### config.mk
export PLATFORM = sky130hd
export DESIGN_NAME = rspe_gfmul
export DESIGN_NICKNAME = d
export VERILOG_FILES = /design/src/sv/rspe_gfmul.sv
export SDC_FILE = /design/constraint.sdc
export NUM_CORES = 1
export LEC_CHECK = 0
export ABC_AREA = 1
export BUFFER_PORTS_ARGS = -buffer_cell sky130_fd_sc_hd__buf_2
export CAP_MARGIN = 0
export CORE_ASPECT_RATIO = 1.25
export CORE_MARGIN = 5
export CORE_UTILIZATION = 57
export DETAILED_ROUTE_END_ITERATION = 16
export PLACE_DENSITY = 0.91
export SLEW_MARGIN = 10
export SYNTH_ARGS = -nofsm -noshare
export SYNTH_HDL_FRONTEND = slang
export SYNTH_SLANG_ARGS = --single-unit
### constraint.sdc
create_clock -name vclk -period 4.4
set_clock_uncertainty 0.05 [all_clocks]
set_input_delay 0.66 -clock vclk [all_inputs]
set_output_delay 0.66 -clock vclk [all_outputs]
set_load 0.05 [all_outputs]
### src/sv/rspe_gfmul.sv
`timescale 1ns / 1ps
// GF(2^m) multiplier: carry-less product followed by reduction through a
// table of x^k mod p(x). Uses no package items.
module rspe_gfmul #(
	parameter int W = 12
) (
	input  logic [W-1:0]           a,
	input  logic [W-1:0]           b,
	input  logic [2*W-2:0][W-1:0]  red,
	output logic [W-1:0]           p
);

	logic [2*W-2:0] clp;

	// Carry-less partial products
	always_comb begin
		clp = '0;
		for (int i = 0; i < W; i++) begin
			for (int j = 0; j < W; j++) begin
				clp[i+j] = clp[i+j] ^ (a[i] & b[j]);
			end
		end
	end

	// Fold every product bit back into the field through its table row
	always_comb begin
		p = '0;
		for (int k = 0; k < 2*W-1; k++) begin
			if (clp[k]) begin
				p = p ^ red[k];
			end
		end
	end

endmodule

Word level (Yosys, flattened, before mapping)
Index checks and enable logic that the tools add are counted.
W data, S select, Z words.
{ "word_totals": {"elab_cells": 310, "in_bits": 300, "reg_bits": 0} }
{ "classes": {"n_bitwise": 287, "muxes": 23} }
{ "op_table": {"columns": ["op", "n"], "rows": [
  ["$mux W12", 23],
  ["$xor A12 B12 Y12", 22],
  ["$and A1 B1 Y1", 144],
  ["$xor A1 B1 Y1", 121]
]} }

Longest topological paths before layout
{ "depth": {"ltp_word": 46, "mapped_depth": 26, "depth_no_buf": 25} }

Least setup slack after synthesis
No wires, ideal clock.
{ "synth_timing": {"kind": "input to output", "start": "in a[0]", "end": "out p[4]", "path_stages": 20, "slack_ns": 0.691, "arrival_time_ns": 2.999, "path_buffers": 2, "cell_sequence": "buf_2 -> nand2_1 -> nand2_1 -> inv_2 -> nor2_4 -> buf_6 -> nand2_1 -> xor2_2 -> xor2_1 -> nand2_1 -> nand2_1 -> nand2_1 -> nand2_1 -> nand2_1 -> nand2_1 -> nand2_1 -> nand2_1 -> nand2_1 -> nand2_1 -> xor2_1"} }
{ "synth_between": {"elab_chain_cells": 46} }
{ "synth_rtl": {"columns": ["element", "line", "rtl"], "rows": [
  ["start, declared", "7", "input logic [W-1:0] a,"],
  ["$and A1 B1 Y1", "20", "clp[i+j] = clp[i+j] ^ (a[i] & b[j]);"],
  ["$mux W12", "29", "if (clp[k]) begin"],
  ["$xor A12 B12 Y12", "30", "p = p ^ red[k];"],
  ["$mux W12", "29", null],
  ["$xor A12 B12 Y12", "30", null],
  ["$mux W12", "29", null],
  ["$xor A12 B12 Y12", "30", null],
  ["$mux W12", "29", null],
  ["[30 not listed]", null, null],
  ["$xor A12 B12 Y12", "30", null],
  ["$mux W12 *", "29", null],
  ["$xor A12 B12 Y12", "30", null],
  ["$mux W12 *", "29", null],
  ["$xor A12 B12 Y12", "30", null],
  ["$mux W12 *", "29", null],
  ["$xor A12 B12 Y12", "30", null],
  ["$mux W12 *", "29", null],
  ["end, declared", "10", "output logic [W-1:0] p"]
]} }
Mark *: on every way between the ends. The rest lies on a longest branch, timed or not.

Worst setup path after layout
{ "layout_timing": {"start": "in b[10]", "end": "out p[6]"} }
{ "layout_between": {"elab_chain_cells": 36} }
{ "layout_rtl": {"columns": ["element", "line", "rtl"], "rows": [
  ["start, declared", "8", "input logic [W-1:0] b,"],
  ["$and A1 B1 Y1", "20", null],
  ["$xor A1 B1 Y1 (10 in series)", "20", null],
  ["$mux W12", "29", null],
  ["$xor A12 B12 Y12", "30", null],
  ["$mux W12", "29", null],
  ["$xor A12 B12 Y12", "30", null],
  ["$mux W12", "29", null],
  ["$xor A12 B12 Y12", "30", null],
  ["[11 not listed]", null, null],
  ["$xor A12 B12 Y12", "30", null],
  ["$mux W12", "29", null],
  ["$xor A12 B12 Y12", "30", null],
  ["$mux W12", "29", null],
  ["$xor A12 B12 Y12", "30", null],
  ["$mux W12 *", "29", null],
  ["$xor A12 B12 Y12", "30", null],
  ["$mux W12 *", "29", null]
]} }
Marks and branches as above.

==> out/results.tsv <==
stage	metric	value	unit
run_status	outcome	completed	
detailed_routing	Vias/cell	5.14	
final_layout	share of cells above drive strength 1	0.191	
detailed_routing	DRT antenna net count	0	
final_layout	commonest non-fill, non-tap cell in the layout	nand2_1	
power	Switch Pwr	1910	µW
clocking	cts repair resizes	0	
setup_path	Crit. End Element	output pin	
global_route	largest net degree at the start of global routing	18	
global_route	GRT Total Usage	0.323	
synthesis	yosys warns	0	
setup_path	Slowest cell on crit path	xnor2_1	
final_layout	clock buffers	0	
sta	final hold vios	0	
placed_design	DP HPWL	24900	µm
detailed_routing	first-pass iteration count of the detailed router	7	
clocking	# hold bufs at CTS	0	
run	max-cap check violation count	0	
setup_path	crit path DAT	3.37	ns
sta	Achievable Freq	245	MHz
floorplan	DIE HEIGHT	144	µm
sta	RSZ-0062 raised after global routing	no	
setup_path	Largest stage delay, worst path	0.36	ns
floorplan	Placeable Area	14300	µm²
power	LEAKAGE	0.00648	µW
power	Sw Share	0.679	
synthesis	synth unique cells	31	
setup_path	Startpoint Class	input pin	
floorplan	DIE AREA	16900	µm²
power	peak supply drop	0.000430	V
final_layout	P&R area growth vs syn	18.4	%
global_route	aggregate global routing overflow	0	
final_layout	Fillers	1374	
setup_path	CP Max Fanout	15	
setup_path	Critical Path RT	3.69	ns
detailed_routing	Avg WL per Cell	13.5	µm
synthesis	register area share after synthesis	0	
placed_design	routability cong.	1.01	
placed_design	port buffer count	312	
final_layout	multi-input logic area	6860	µm²
clocking	setup bufs post-CTS	0	
power	sequential power share	0	
sta	Final Cycle Share	0.928	
power	P per Cell Area	290	nW/µm²
floorplan	I/O pin total	312	
detailed_routing	via count	11200	
floorplan	# rows	49	
setup_path	CP Cell Sequence	buf_2, nand2_1, inv_1, nand2_1, nand3b_1, nand2_1, nand2_1, nand2_1, inv_1, nand3_1, nand2_2, nand2_1, xnor2_1, nand3_1, nand2_1, nand2_1, nand2_1, nand2_1, nand2_1, nand2_1, nand2_1, buf_2	
global_route	antenna violations before repair	5	
setup_path	Worst path most repeated cell	nand2_1	
detailed_routing	initial DRC count	895	
sta	Rel. slew slack	0.673	
sta	Slew @ Worst Pin	0.489	ns
sta	final setup vio count	0	
floorplan	DIE WIDTH	117	µm
power	internal power	901	µW
floorplan	Initial Utilization	0.574	
power	Clk pwr share	0	
detailed_routing	DRC viols	0	
final_layout	Post-layout nets	2292	
final_layout	FF/Latch Area	0	µm²
global_route	first-pass GRT wire length	44600	µm
sta	Setup TNS Final	0	ns
synthesis	Net Count, Synth	2013	
sta	Slew Viols, Final	0	
synthesis	Mapped Area	8200	µm²
synthesis	Post-Syn Area per Cell	4.79	µm²
final_layout	most frequent cells in the layout	860 x nand2_1, 312 x buf_2, 256 x inv_1	
global_route	number of global-route vias before repair	10000	
power	Comb pwr share	1.000	
final_layout	Seq Cell Count	0	
worst_hold_path	worst min path class	in -> out	
detailed_routing	final WL	29500	µm
final_layout	Final Util	0.679	
setup_path	Setup CP Type	in -> out	
synthesis	Syn Inst Count	1713	
sta	minimum clock period	4.08	ns
-- final timing paths --
check,start,to,slack (ns),cells past startpoint
hold / removal,red[269],p[5],1.79,7
setup / recovery,b[10],p[6],0.32,22
-- Yosys cell counts, drive strengths merged --
| cell type | instances | share of area |
|---|---|---|
| xnor2 | 88 | 0.099 |
| buf | 39 | 0.040 |
| nand2 | 896 | 0.42 |
| nand3b | 39 | 0.036 |
| nand3 | 165 | 0.10 |
| nand4 | 10 | 0.0076 |
| inv | 264 | 0.12 |
| and2 | 1 | 0.0011 |
| o211ai | 1 | 0.00092 |
| a22o | 1 | 0.0011 |
| o21ai | 7 | 0.0043 |
| or2 | 10 | 0.0076 |
| nand2b | 2 | 0.0015 |
| a21o | 2 | 0.0018 |
| clkinv | 3 | 0.0014 |
| o21bai | 2 | 0.0018 |
| nor2 | 90 | 0.044 |
| xor2 | 93 | 0.10 |
-- area by class of cell --
class | count | share of cell area
Antenna cell | 9 | 0.00232
Inverter | 267 | 0.104
Multi-Input combinational cell | 1407 | 0.707
Tap cell | 178 | 0.0230
Timing Repair Buffer | 316 | 0.164
-- power by group through the flow --
| stage | combinational [µW] | clock (µW) | sequential [µW] |
|---|---|---|---|
| finish | 2810 | 0.000274 | 0 |
| global route | 3110 | 0.000152 | 0 |
| CTS | 2790 | 0 | 0 |
| detailed placement | 2780 | 0 | 0 |
| global placement | 2700 | 0 | 0 |
| floorplan | 2130 | 0 | 0 |
-- cells by family (layout without fill, tap and decap cells) --
kind of cell           after synthesis  count (layout)  synth area share
AO/OA/AOI/OAI                       13              13           0.00992
XOR/XNOR                           181             181             0.203
buffers and inverters              306             583             0.163
other                                0               9                 0
AND/OR/NAND/NOR                   1213            1213             0.625
-- critical path: cells and delay by family --
kind / cells / cell delay [ns]
buffers and inverters: 4 / 0.72
and+or+nand+nor: 17 / 1.62
xor gates and xnor gates: 1 / 0.36
-- stage by stage --
stage	power (µW)	instances	instance area, µm²	worst slack, ns	hold slack (ns)
after floorplan	2130	1713	8200	0.691	1.63
after global routing	3110	2173	9690	0.0280	1.85
after detailed placement	2780	2168	9680	0.389	1.80
final	2810	2177	9700	0.318	1.79
after global placement	2700	2168	9680	0.490	1.78
after CTS	2790	2168	9680	0.383	1.80
-- routing by layer --
layer / vias up / GRT usage / wire length (µm)
li1: 5675 / - / -
met1: 4825 / 0.382 / 10900
met2: 570 / 0.581 / 14200
met3: 119 / 0.0314 / 2840
met4: 0 / 0.144 / 1560
met5: - / 0 / 0
No activity file was read; power rests on OpenSTA's default activity.
