==> src/sv/rspe_pkg.sv <==
`timescale 1ns / 1ps
// Shared constants, configuration register codes, state codes and cell control
// struct for the Reed-Solomon parity encoder. No dependencies.
package rspe_pkg;

	// Parameter defaults
	localparam int SYM_BITS_DEF = 12;
	localparam int PARITY_DEF   = 64;

	// Configuration register widths
	localparam int SW_BITS       = 4;
	localparam int POLY_BITS     = 13;
	localparam int BASE_BITS     = 12;
	localparam int PC_BITS       = 7;
	localparam int CFG_IDX_BITS  = 2;
	localparam int CFG_DATA_BITS = 13;

	// Configuration reset values
	localparam logic [SW_BITS-1:0]   SW_RESET   = 4'd8;
	localparam logic [POLY_BITS-1:0] POLY_RESET = 13'd285;
	localparam logic [BASE_BITS-1:0] BASE_RESET = 12'd0;
	localparam logic [PC_BITS-1:0]   PC_RESET   = 7'd10;

	// Smallest symbol width the field arithmetic supports
	localparam int MIN_SYM_BITS = 4;

	// Configuration register indexes
	typedef enum logic [CFG_IDX_BITS-1:0] {
		CFG_SYMBOL_WIDTH   = 2'd0,
		CFG_FIELD_POLY     = 2'd1,
		CFG_GENERATOR_BASE = 2'd2,
		CFG_PARITY_COUNT   = 2'd3
	} cfg_reg_t;

	// Sequencer states, one-hot
	typedef enum logic [6:0] {
		S_START = 7'b0000001,
		S_RED   = 7'b0000010,
		S_FOLD  = 7'b0000100,
		S_POW   = 7'b0001000,
		S_GEN   = 7'b0010000,
		S_DATA  = 7'b0100000,
		S_DRAIN = 7'b1000000
	} state_t;

	// Per-cycle command broadcast to every cell of the chain
	typedef struct packed {
		logic clear;   // zero generator and remainder
		logic build;   // multiply generator by (x + root)
		logic absorb;  // LFSR step with feedback symbol
		logic shift;   // move remainder one cell towards the output
	} cell_ctl_t;

endpackage

==> src/sv/rspe_gfmul.sv <==
`timescale 1ns / 1ps
// GF(2^m) multiplier: carry-less product followed by reduction through a
// table of x^k mod p(x). Uses no package items.
module rspe_gfmul #(
	parameter int W = 12
) (
	input  logic [W-1:0]           a,
	input  logic [W-1:0]           b,
	input  logic [2*W-2:0][W-1:0]  red,
	output logic [W-1:0]           p
);

	logic [2*W-2:0] clp;

	// Carry-less partial products
	always_comb begin
		clp = '0;
		for (int i = 0; i < W; i++) begin
			for (int j = 0; j < W; j++) begin
				clp[i+j] = clp[i+j] ^ (a[i] & b[j]);
			end
		end
	end

	// Fold every product bit back into the field through its table row
	always_comb begin
		p = '0;
		for (int k = 0; k < 2*W-1; k++) begin
			if (clp[k]) begin
				p = p ^ red[k];
			end
		end
	end

endmodule

==> src/sv/rspe_cell.sv <==
`timescale 1ns / 1ps
// One cell of the encoder chain: holds one generator coefficient and one
// remainder symbol. Depends on rspe_pkg and rspe_gfmul.
module rspe_cell #(
	parameter int W = 12
) (
	input  logic                  clk,
	input  rspe_pkg::cell_ctl_t   ctl,
	input  logic [W-1:0]          root,
	input  logic [W-1:0]          fb,
	input  logic [2*W-2:0][W-1:0] red,
	input  logic [W-1:0]          g_prev,
	input  logic [W-1:0]          rem_next,
	output logic [W-1:0]          g,
	output logic [W-1:0]          rem
);

	logic [W-1:0] g_q;
	logic [W-1:0] rem_q;
	logic [W-1:0] op_a;
	logic [W-1:0] op_b;
	logic [W-1:0] prod;

	// One multiplier, shared between generator build and LFSR update
	assign op_a = ctl.build ? root : fb;
	assign op_b = ctl.build ? g_prev : g_q;

	rspe_gfmul #(.W(W)) u_mul (
		.a   (op_a),
		.b   (op_b),
		.red (red),
		.p   (prod)
	);

	// Coefficient and remainder registers
	always_ff @(posedge clk) begin
		if (ctl.clear) begin
			g_q   <= '0;
			rem_q <= '0;
		end else if (ctl.build) begin
			g_q <= g_q ^ prod;
		end else if (ctl.absorb) begin
			rem_q <= rem_next ^ prod;
		end else if (ctl.shift) begin
			rem_q <= rem_next;
		end
	end

	assign g   = g_q;
	assign rem = rem_q;

endmodule

==> config.mk <==
export PLATFORM = sky130hd
export DESIGN_NAME = rspe_cell
export DESIGN_NICKNAME = d
export VERILOG_FILES = /design/src/sv/rspe_pkg.sv /design/src/sv/rspe_gfmul.sv /design/src/sv/rspe_cell.sv
export SDC_FILE = /design/constraint.sdc
export NUM_CORES = 1
export LEC_CHECK = 0
export BUFFER_PORTS_ARGS = -buffer_cell sky130_fd_sc_hd__clkbuf_2
export CAP_MARGIN = 20
export CORE_MARGIN = 5
export CORE_UTILIZATION = 36
export DETAILED_ROUTE_END_ITERATION = 12
export PLACE_DENSITY = 0.66
export SETUP_SLACK_MARGIN = 0.1
export SKIP_LAST_GASP = 1
export SLEW_MARGIN = 20
export SYNTH_ARGS = -nofsm -noshare
export SYNTH_HDL_FRONTEND = slang
export SYNTH_SLANG_ARGS = --single-unit
==> constraint.sdc <==
create_clock -name clk -period 3.2 [get_ports clk]
set_input_delay 0.16 -clock clk [delete_from_list [all_inputs] [get_ports clk]]
set_output_delay 0.16 -clock clk [all_outputs]
set_load 0.1 [all_outputs]
Word-level counts from Yosys, hierarchy flattened
Index checks and enable logic that the tools add are counted.
{ "classes": {"muxes": 27, "bitwise_logic": 290, "reduce_logical": 2} }
{ "ops": {"columns": ["cell", "n"], "rows": [
  ["$mux 12", 27],
  ["$xor 12x12->12", 24],
  ["$and 1x1->1", 144],
  ["$xor 1x1->1", 121],
  ["$reduce_and 2->1", 1],
  ["$reduce_bool 2->1", 1],
  ["$not 1->1", 1]
]} }
{ "totals": {"reg_bits": 24, "inputBits": 329, "output_inout_bits": 24, "word_cells": 321} }

Depth between registers and ports, before layout
{ "logic_depth": {"word_depth": 49, "depth_mapped": 17, "ltp_nobuf": 11} }

By module
From an unflattened synthesis, not the netlist that was laid out.
{ "hier_totals": {"hier_cells": 917, "hier_area_um2": 6949.2} }
{ "by_module_without_submodules": {"columns": ["module", "n_inst", "cells_each", "area_each_um2", "seq_area_each_um2"], "rows": [
  ["rspe_gfmul", 1, 775, 5597.9, 0.0],
  ["rspe_cell", 1, 142, 1351.3, 480.5]
]} }

Worst setup path before layout
No wires, ideal clock.
{ "synth_path": {"path_kind": "flip-flop to flip-flop", "start": "register g_q[11] (netlist: g[11])", "end": "register rem_q[1] (netlist: rem[1])", "setup_ns": 0.091, "arrival_time_ns": 4.076, "required_time_ns": 3.109, "slack_ns": -0.967, "path_stages_with_launch": 14, "path_buffers": 2, "period_less_slack_ns": 4.167, "cell_sequence": "dfxtp_1 nor2b_1 clkbuf_1 a32oi_1 xor2_1 clkbuf_1 nand2_1 xnor3_1 xnor2_1 xnor3_1 xnor3_1 xnor3_1 or3_1 a311oi_1"} }
{ "synth_between": {"elab_chain_len": 38, "word_cells_on_any_way": 104, "classes_between": "mux: 14; bitwise: 90"} }
{ "synth_lines": {"columns": ["item", "line_no", "rtl"], "rows": [
  ["from (decl)", "rspe_cell.sv:18", "logic [W-1:0] g_q;"],
  ["from (signal assigned)", "rspe_cell.sv:41", "g_q <= g_q ^ prod;"],
  ["$mux 12 (*)", "rspe_cell.sv:26", "assign op_b = ctl.build ? g_prev : g_q;"],
  ["$and 1x1->1", "rspe_gfmul.sv:20", "clp[i+j] = clp[i+j] ^ (a[i] & b[j]);"],
  ["$xor 1x1->1 (11 in a row)", "rspe_gfmul.sv:20", null],
  ["$mux 12", "rspe_gfmul.sv:29", "if (clp[k]) begin"],
  ["$xor 12x12->12", "rspe_gfmul.sv:30", "p = p ^ red[k];"],
  ["$mux 12", "rspe_gfmul.sv:29", null],
  ["$xor 12x12->12", "rspe_gfmul.sv:30", null],
  ["$mux 12", "rspe_gfmul.sv:29", null],
  ["[12 not listed]", null, null],
  ["$xor 12x12->12", "rspe_gfmul.sv:30", null],
  ["$mux 12", "rspe_gfmul.sv:29", null],
  ["$xor 12x12->12", "rspe_gfmul.sv:30", null],
  ["$mux 12", "rspe_gfmul.sv:29", null],
  ["$xor 12x12->12", "rspe_gfmul.sv:30", null],
  ["$mux 12 (*)", "rspe_gfmul.sv:29", null],
  ["$xor 12x12->12 (*)", "rspe_cell.sv:43", "rem_q <= rem_next ^ prod;"],
  ["$mux 12 (*)", "rspe_cell.sv:42", "end else if (ctl.absorb) begin"],
  ["to (signal assigned)", "rspe_cell.sv:43", null],
  ["to (signal assigned)", "rspe_cell.sv:45", "rem_q <= rem_next;"],
  ["to (decl)", "rspe_cell.sv:19", "logic [W-1:0] rem_q;"]
]} }
Every way passes the cells marked *; elsewhere a longest branch is shown, timed or not.
A chain may end at the register's enable or synchronous reset.

Final worst setup path
{ "layout_path": {"start": "register g_q[4] (netlist: g[4])", "end": "register rem_q[0] (netlist: rem[0])"} }
{ "layout_between": {"elab_chain_len": 45, "word_cells_on_any_way": 101, "classes_between": "mux: 21; bitwise: 80"} }
{ "layout_lines": {"columns": ["item", "line_no"], "rows": [
  ["$mux 12 (*)", "rspe_cell.sv:26"],
  ["$and 1x1->1", "rspe_gfmul.sv:20"],
  ["$xor 1x1->1 (4 in a row)", "rspe_gfmul.sv:20"],
  ["$mux 12", "rspe_gfmul.sv:29"],
  ["$xor 12x12->12", "rspe_gfmul.sv:30"],
  ["$mux 12", "rspe_gfmul.sv:29"],
  ["$xor 12x12->12", "rspe_gfmul.sv:30"],
  ["$mux 12", "rspe_gfmul.sv:29"],
  ["[26 not listed]", null],
  ["$xor 12x12->12", "rspe_gfmul.sv:30"],
  ["$mux 12 (*)", "rspe_gfmul.sv:29"],
  ["$xor 12x12->12", "rspe_gfmul.sv:30"],
  ["$mux 12 (*)", "rspe_gfmul.sv:29"],
  ["$xor 12x12->12", "rspe_gfmul.sv:30"],
  ["$mux 12 (*)", "rspe_gfmul.sv:29"],
  ["$xor 12x12->12 (*)", "rspe_cell.sv:43"],
  ["$mux 12 (*)", "rspe_cell.sv:42"]
]} }
Marked as above.

==> results.tsv <==
stage	metric	value	unit
yosys	Ys Warns	0	
route	DRC Markers	0	
placement	Final GP Congestion	0.983	
die	die area	25300	µm²
worst_setup_path	CP startpoint	g[4]	
worst_setup_path	Levels on crit path	12	
layout	layout cells sized above 1	51.3	%
grt	initial antenna violation count	2	
grt	largest net degree at the start of global routing	27	
grt	most used routing layer in global routing	met2	
route	final wirelength	42200	µm
clock_network	hold_buf cts	0	
placement	Detailed Place HPWL	34900	µm
grt	Total GRT Usage	30.9	%
clock_network	clock-pin slew on the worst setup and hold paths	60	ps
worst_setup_path	Critical Path Fanout Max	9	
power_and_ir_drop	PwrDens	1320	nW/µm²
yosys	Synth Net Count	1331	
yosys	area leader, netlist	xnor3_1	
timing	RSZ-0062 raised after global routing	true	
route	first-pass iteration count of the detailed router	6	
yosys	ys flop type	dfxtp_1	
yosys	Yosys reg bits	24	
clock_network	TritonCTS clock tree	done	
worst_setup_path	cell chain of the critical path	nor2b_2 > a22oi_2 > xor2_1 > xnor3_2 > buf_4 > nand2_1 > xor2_1 > xnor3_1 > xnor3_2 > xnor3_1 > or3_1 > a311oi_1	
die	io pins	353	
worst_setup_path	worst path required time	3360	ps
die	core area	21800	µm²
die	FP Rows	54	
timing	final setup fails	24	
layout	number of nets in the layout	1881	
run_status	status	finished with violations	
die	Die Wd	159	µm
power_and_ir_drop	VDD IR max	0.00205	V
clock_network	CTS Buffer Depth	2	
yosys	Netlist cell types	51	
layout	Syn-to-layout area delta	62.6	%
yosys	cell with the most instances after synthesis	nand2_1	
clock_network	H-Tree Level Count	1	
placement	setup slack at placement	-993	ps
timing	slew at the pin closest to its max-slew limit	603	ps
grt	met1 Track Usage GR	38.1	%
die	Starting Density	36.6	%
yosys	most frequent cells after synthesis	nand2_1, xnor2_1, xnor3_1, a22oi_1, xor2_1	
clock_network	CTS Buf Count	3	
timing	Tmin final	3680	ps
grt	total congestion overflow	0	
timing	fin crit share	115	%
route	Starting DRT DRC Count	1060	
worst_setup_path	worst path bufs/invs	1	
clock_network	worst skew pair latency	260	ps
clock_network	clk sinks	24	
worst_setup_path	reg-to-reg endpoint	rem[0]	
timing	Final Max Slew Viols	0	
power_and_ir_drop	LEAKAGE	6.57	nW
worst_setup_path	crit-path max cell delay	510	ps
route	Vias	9977	
yosys	Avg Inst Size Synth	7.97	µm²
grt	M2 GR Usage	51.9	%
yosys	synth top area cells	xnor3_1, xnor2_1, nand2_1	
hold_path	Hold Crit Class	primary input to flip-flop	
route	Wirelength per Cell	23.0	µm
worst_setup_path	startpoint types	flip-flop	
worst_setup_path	Slowest-stage cell, CP	xnor3_2	
route	Routed Antenna Nets	0	
yosys	share of flip-flops with an asynchronous set or reset	0	%
job	total of max-cap violations	0	
timing	final hold viol count	0	
worst_setup_path	reg2reg setup slack	-480	ps
worst_setup_path	family with the most delay on the worst path	XOR/XNOR gates	
timing	Highest Clock Rate	0.272	GHz
grt	vias in the first global route	9958	
yosys	Post-Syn Instances	1002	
placement	Port-buffer cells	352	
yosys	top-area cell type share of the netlist area	22.6	%
timing	setup TNS	-9480	ps
worst_setup_path	critical path class	flip-flop to flip-flop	
grt	met3 Use GR	7.66	%
die	die height	159	µm
clock_network	Root Driver	clkbuf_16	
yosys	Post-synth EDFFs	0	
route	drt via density	5.45	
worst_setup_path	crit path to	rem[0]	
run_status	failing checks	setup timing	
yosys	cell area after synthesis	7990	µm²
timing	worst setup margin	-476	ps
grt	first-pass GRT wire length	60800	µm
worst_setup_path	Worst Setup End Kind	flip-flop	
worst_setup_path	R2R Path Start	g[4]	
timing	Setup Skew	3.73	ps
worst_setup_path	R2R depth	12	
worst_setup_path	WP data arrival	3840	ps
layout	Final Util	59.5	%
yosys	register area share after synthesis	6.02	%
timing	Slew Limit Headroom	59.8	%
## through the flow
step	power (mW)	hold WS (ps)	area (µm²)	cells
after floorplan	9.70	340	8270	1002
after global placement	13.7	441	11800	1776
after detailed placement	13.9	445	11800	1776
after CTS	15.9	167	12500	1804
after global routing	18.0	180	13000	1832
final	17.1	169	13000	1832
## per-layer routing
layer | wire (µm) | share of wire [%]
met5 | 7 | 0.017
met4 | 1830 | 4.3
met3 | 3960 | 9.4
met2 | 20000 | 47
met1 | 16400 | 39
## cells in the final DEF (no fill, tap or decap), drive strengths merged, types with 4 or more instances in the layout
master  instances
clkbuf        355
buf           282
nand2         254
xnor2         140
xnor3          80
a22oi          74
xor2           65
o21ai          43
nor2           25
a32oi          25
dfxtp          24
or3            20
a21oi          17
nor2b          14
and2           11
a311oi         10
and3           10
mux2i          10
nand3           9
a211o           9
o211ai          9
nand3b          9
and3b           8
o211a           7
a211oi          7
mux2            5
o21bai          4
nand2b          4
## layout make-up
class	instances	area, µm²
Antenna cell	1	2.50
Clock buffer	4	88.8
Fill cell	2036	8840
Inverter	2	7.51
Multi-Input combinational cell	887	7710
Sequential cell	24	526
Tap cell	280	350
Timing Repair Buffer	634	4300
## power breakdown
group	internal (mW)	switching [mW]	leakage (nW)	total (mW)
combinational	9.04	7.25	6.32	16.3
sequential	0.453	0.0913	0.206	0.544
clock	0.191	0.111	0.0442	0.302
## cell families after synthesis
group / Yosys count / share of synthesized area [%]
AOI/OAI and AO/OA: 215 / 19.8
xor gates and xnor gates: 285 / 45.2
buffers and inverters: 91 / 5.98
DFF: 24 / 6.02
muxes: 15 / 2.10
and+or+nand+nor: 372 / 20.9
## tightest hold or removal path, cell delays in order
cell	delay (ps)
clkbuf_2	80
o21ai_0	60
a311oi_1	80
## repair_timing
action	4_1_cts	5_1_grt
setup endpoints to repair	24	24
pin swaps	68	47
resized for setup	101	55
endpoints found under the hold margin	0	0
gates cloned	1	0
setup buffers	23	28
## worst min-delay path by stage
stage | from | slack [ps] | to | depth (start not counted)
after detailed placement | rem_next[3] | 440 | rem[3] | 3
after floorplan | rem_next[3] | 340 | rem[3] | 2
after global routing | rem_next[1] | 180 | rem[1] | 3
final | rem_next[4] | 170 | rem[4] | 3
after CTS | rem_next[3] | 170 | rem[3] | 3
after global placement | rem_next[7] | 440 | rem[7] | 3
## registers in the layout (all words and copies together) (netlist names)
name  cells
g        12
rem      12
No activity file was read; power rests on OpenSTA's default activity.
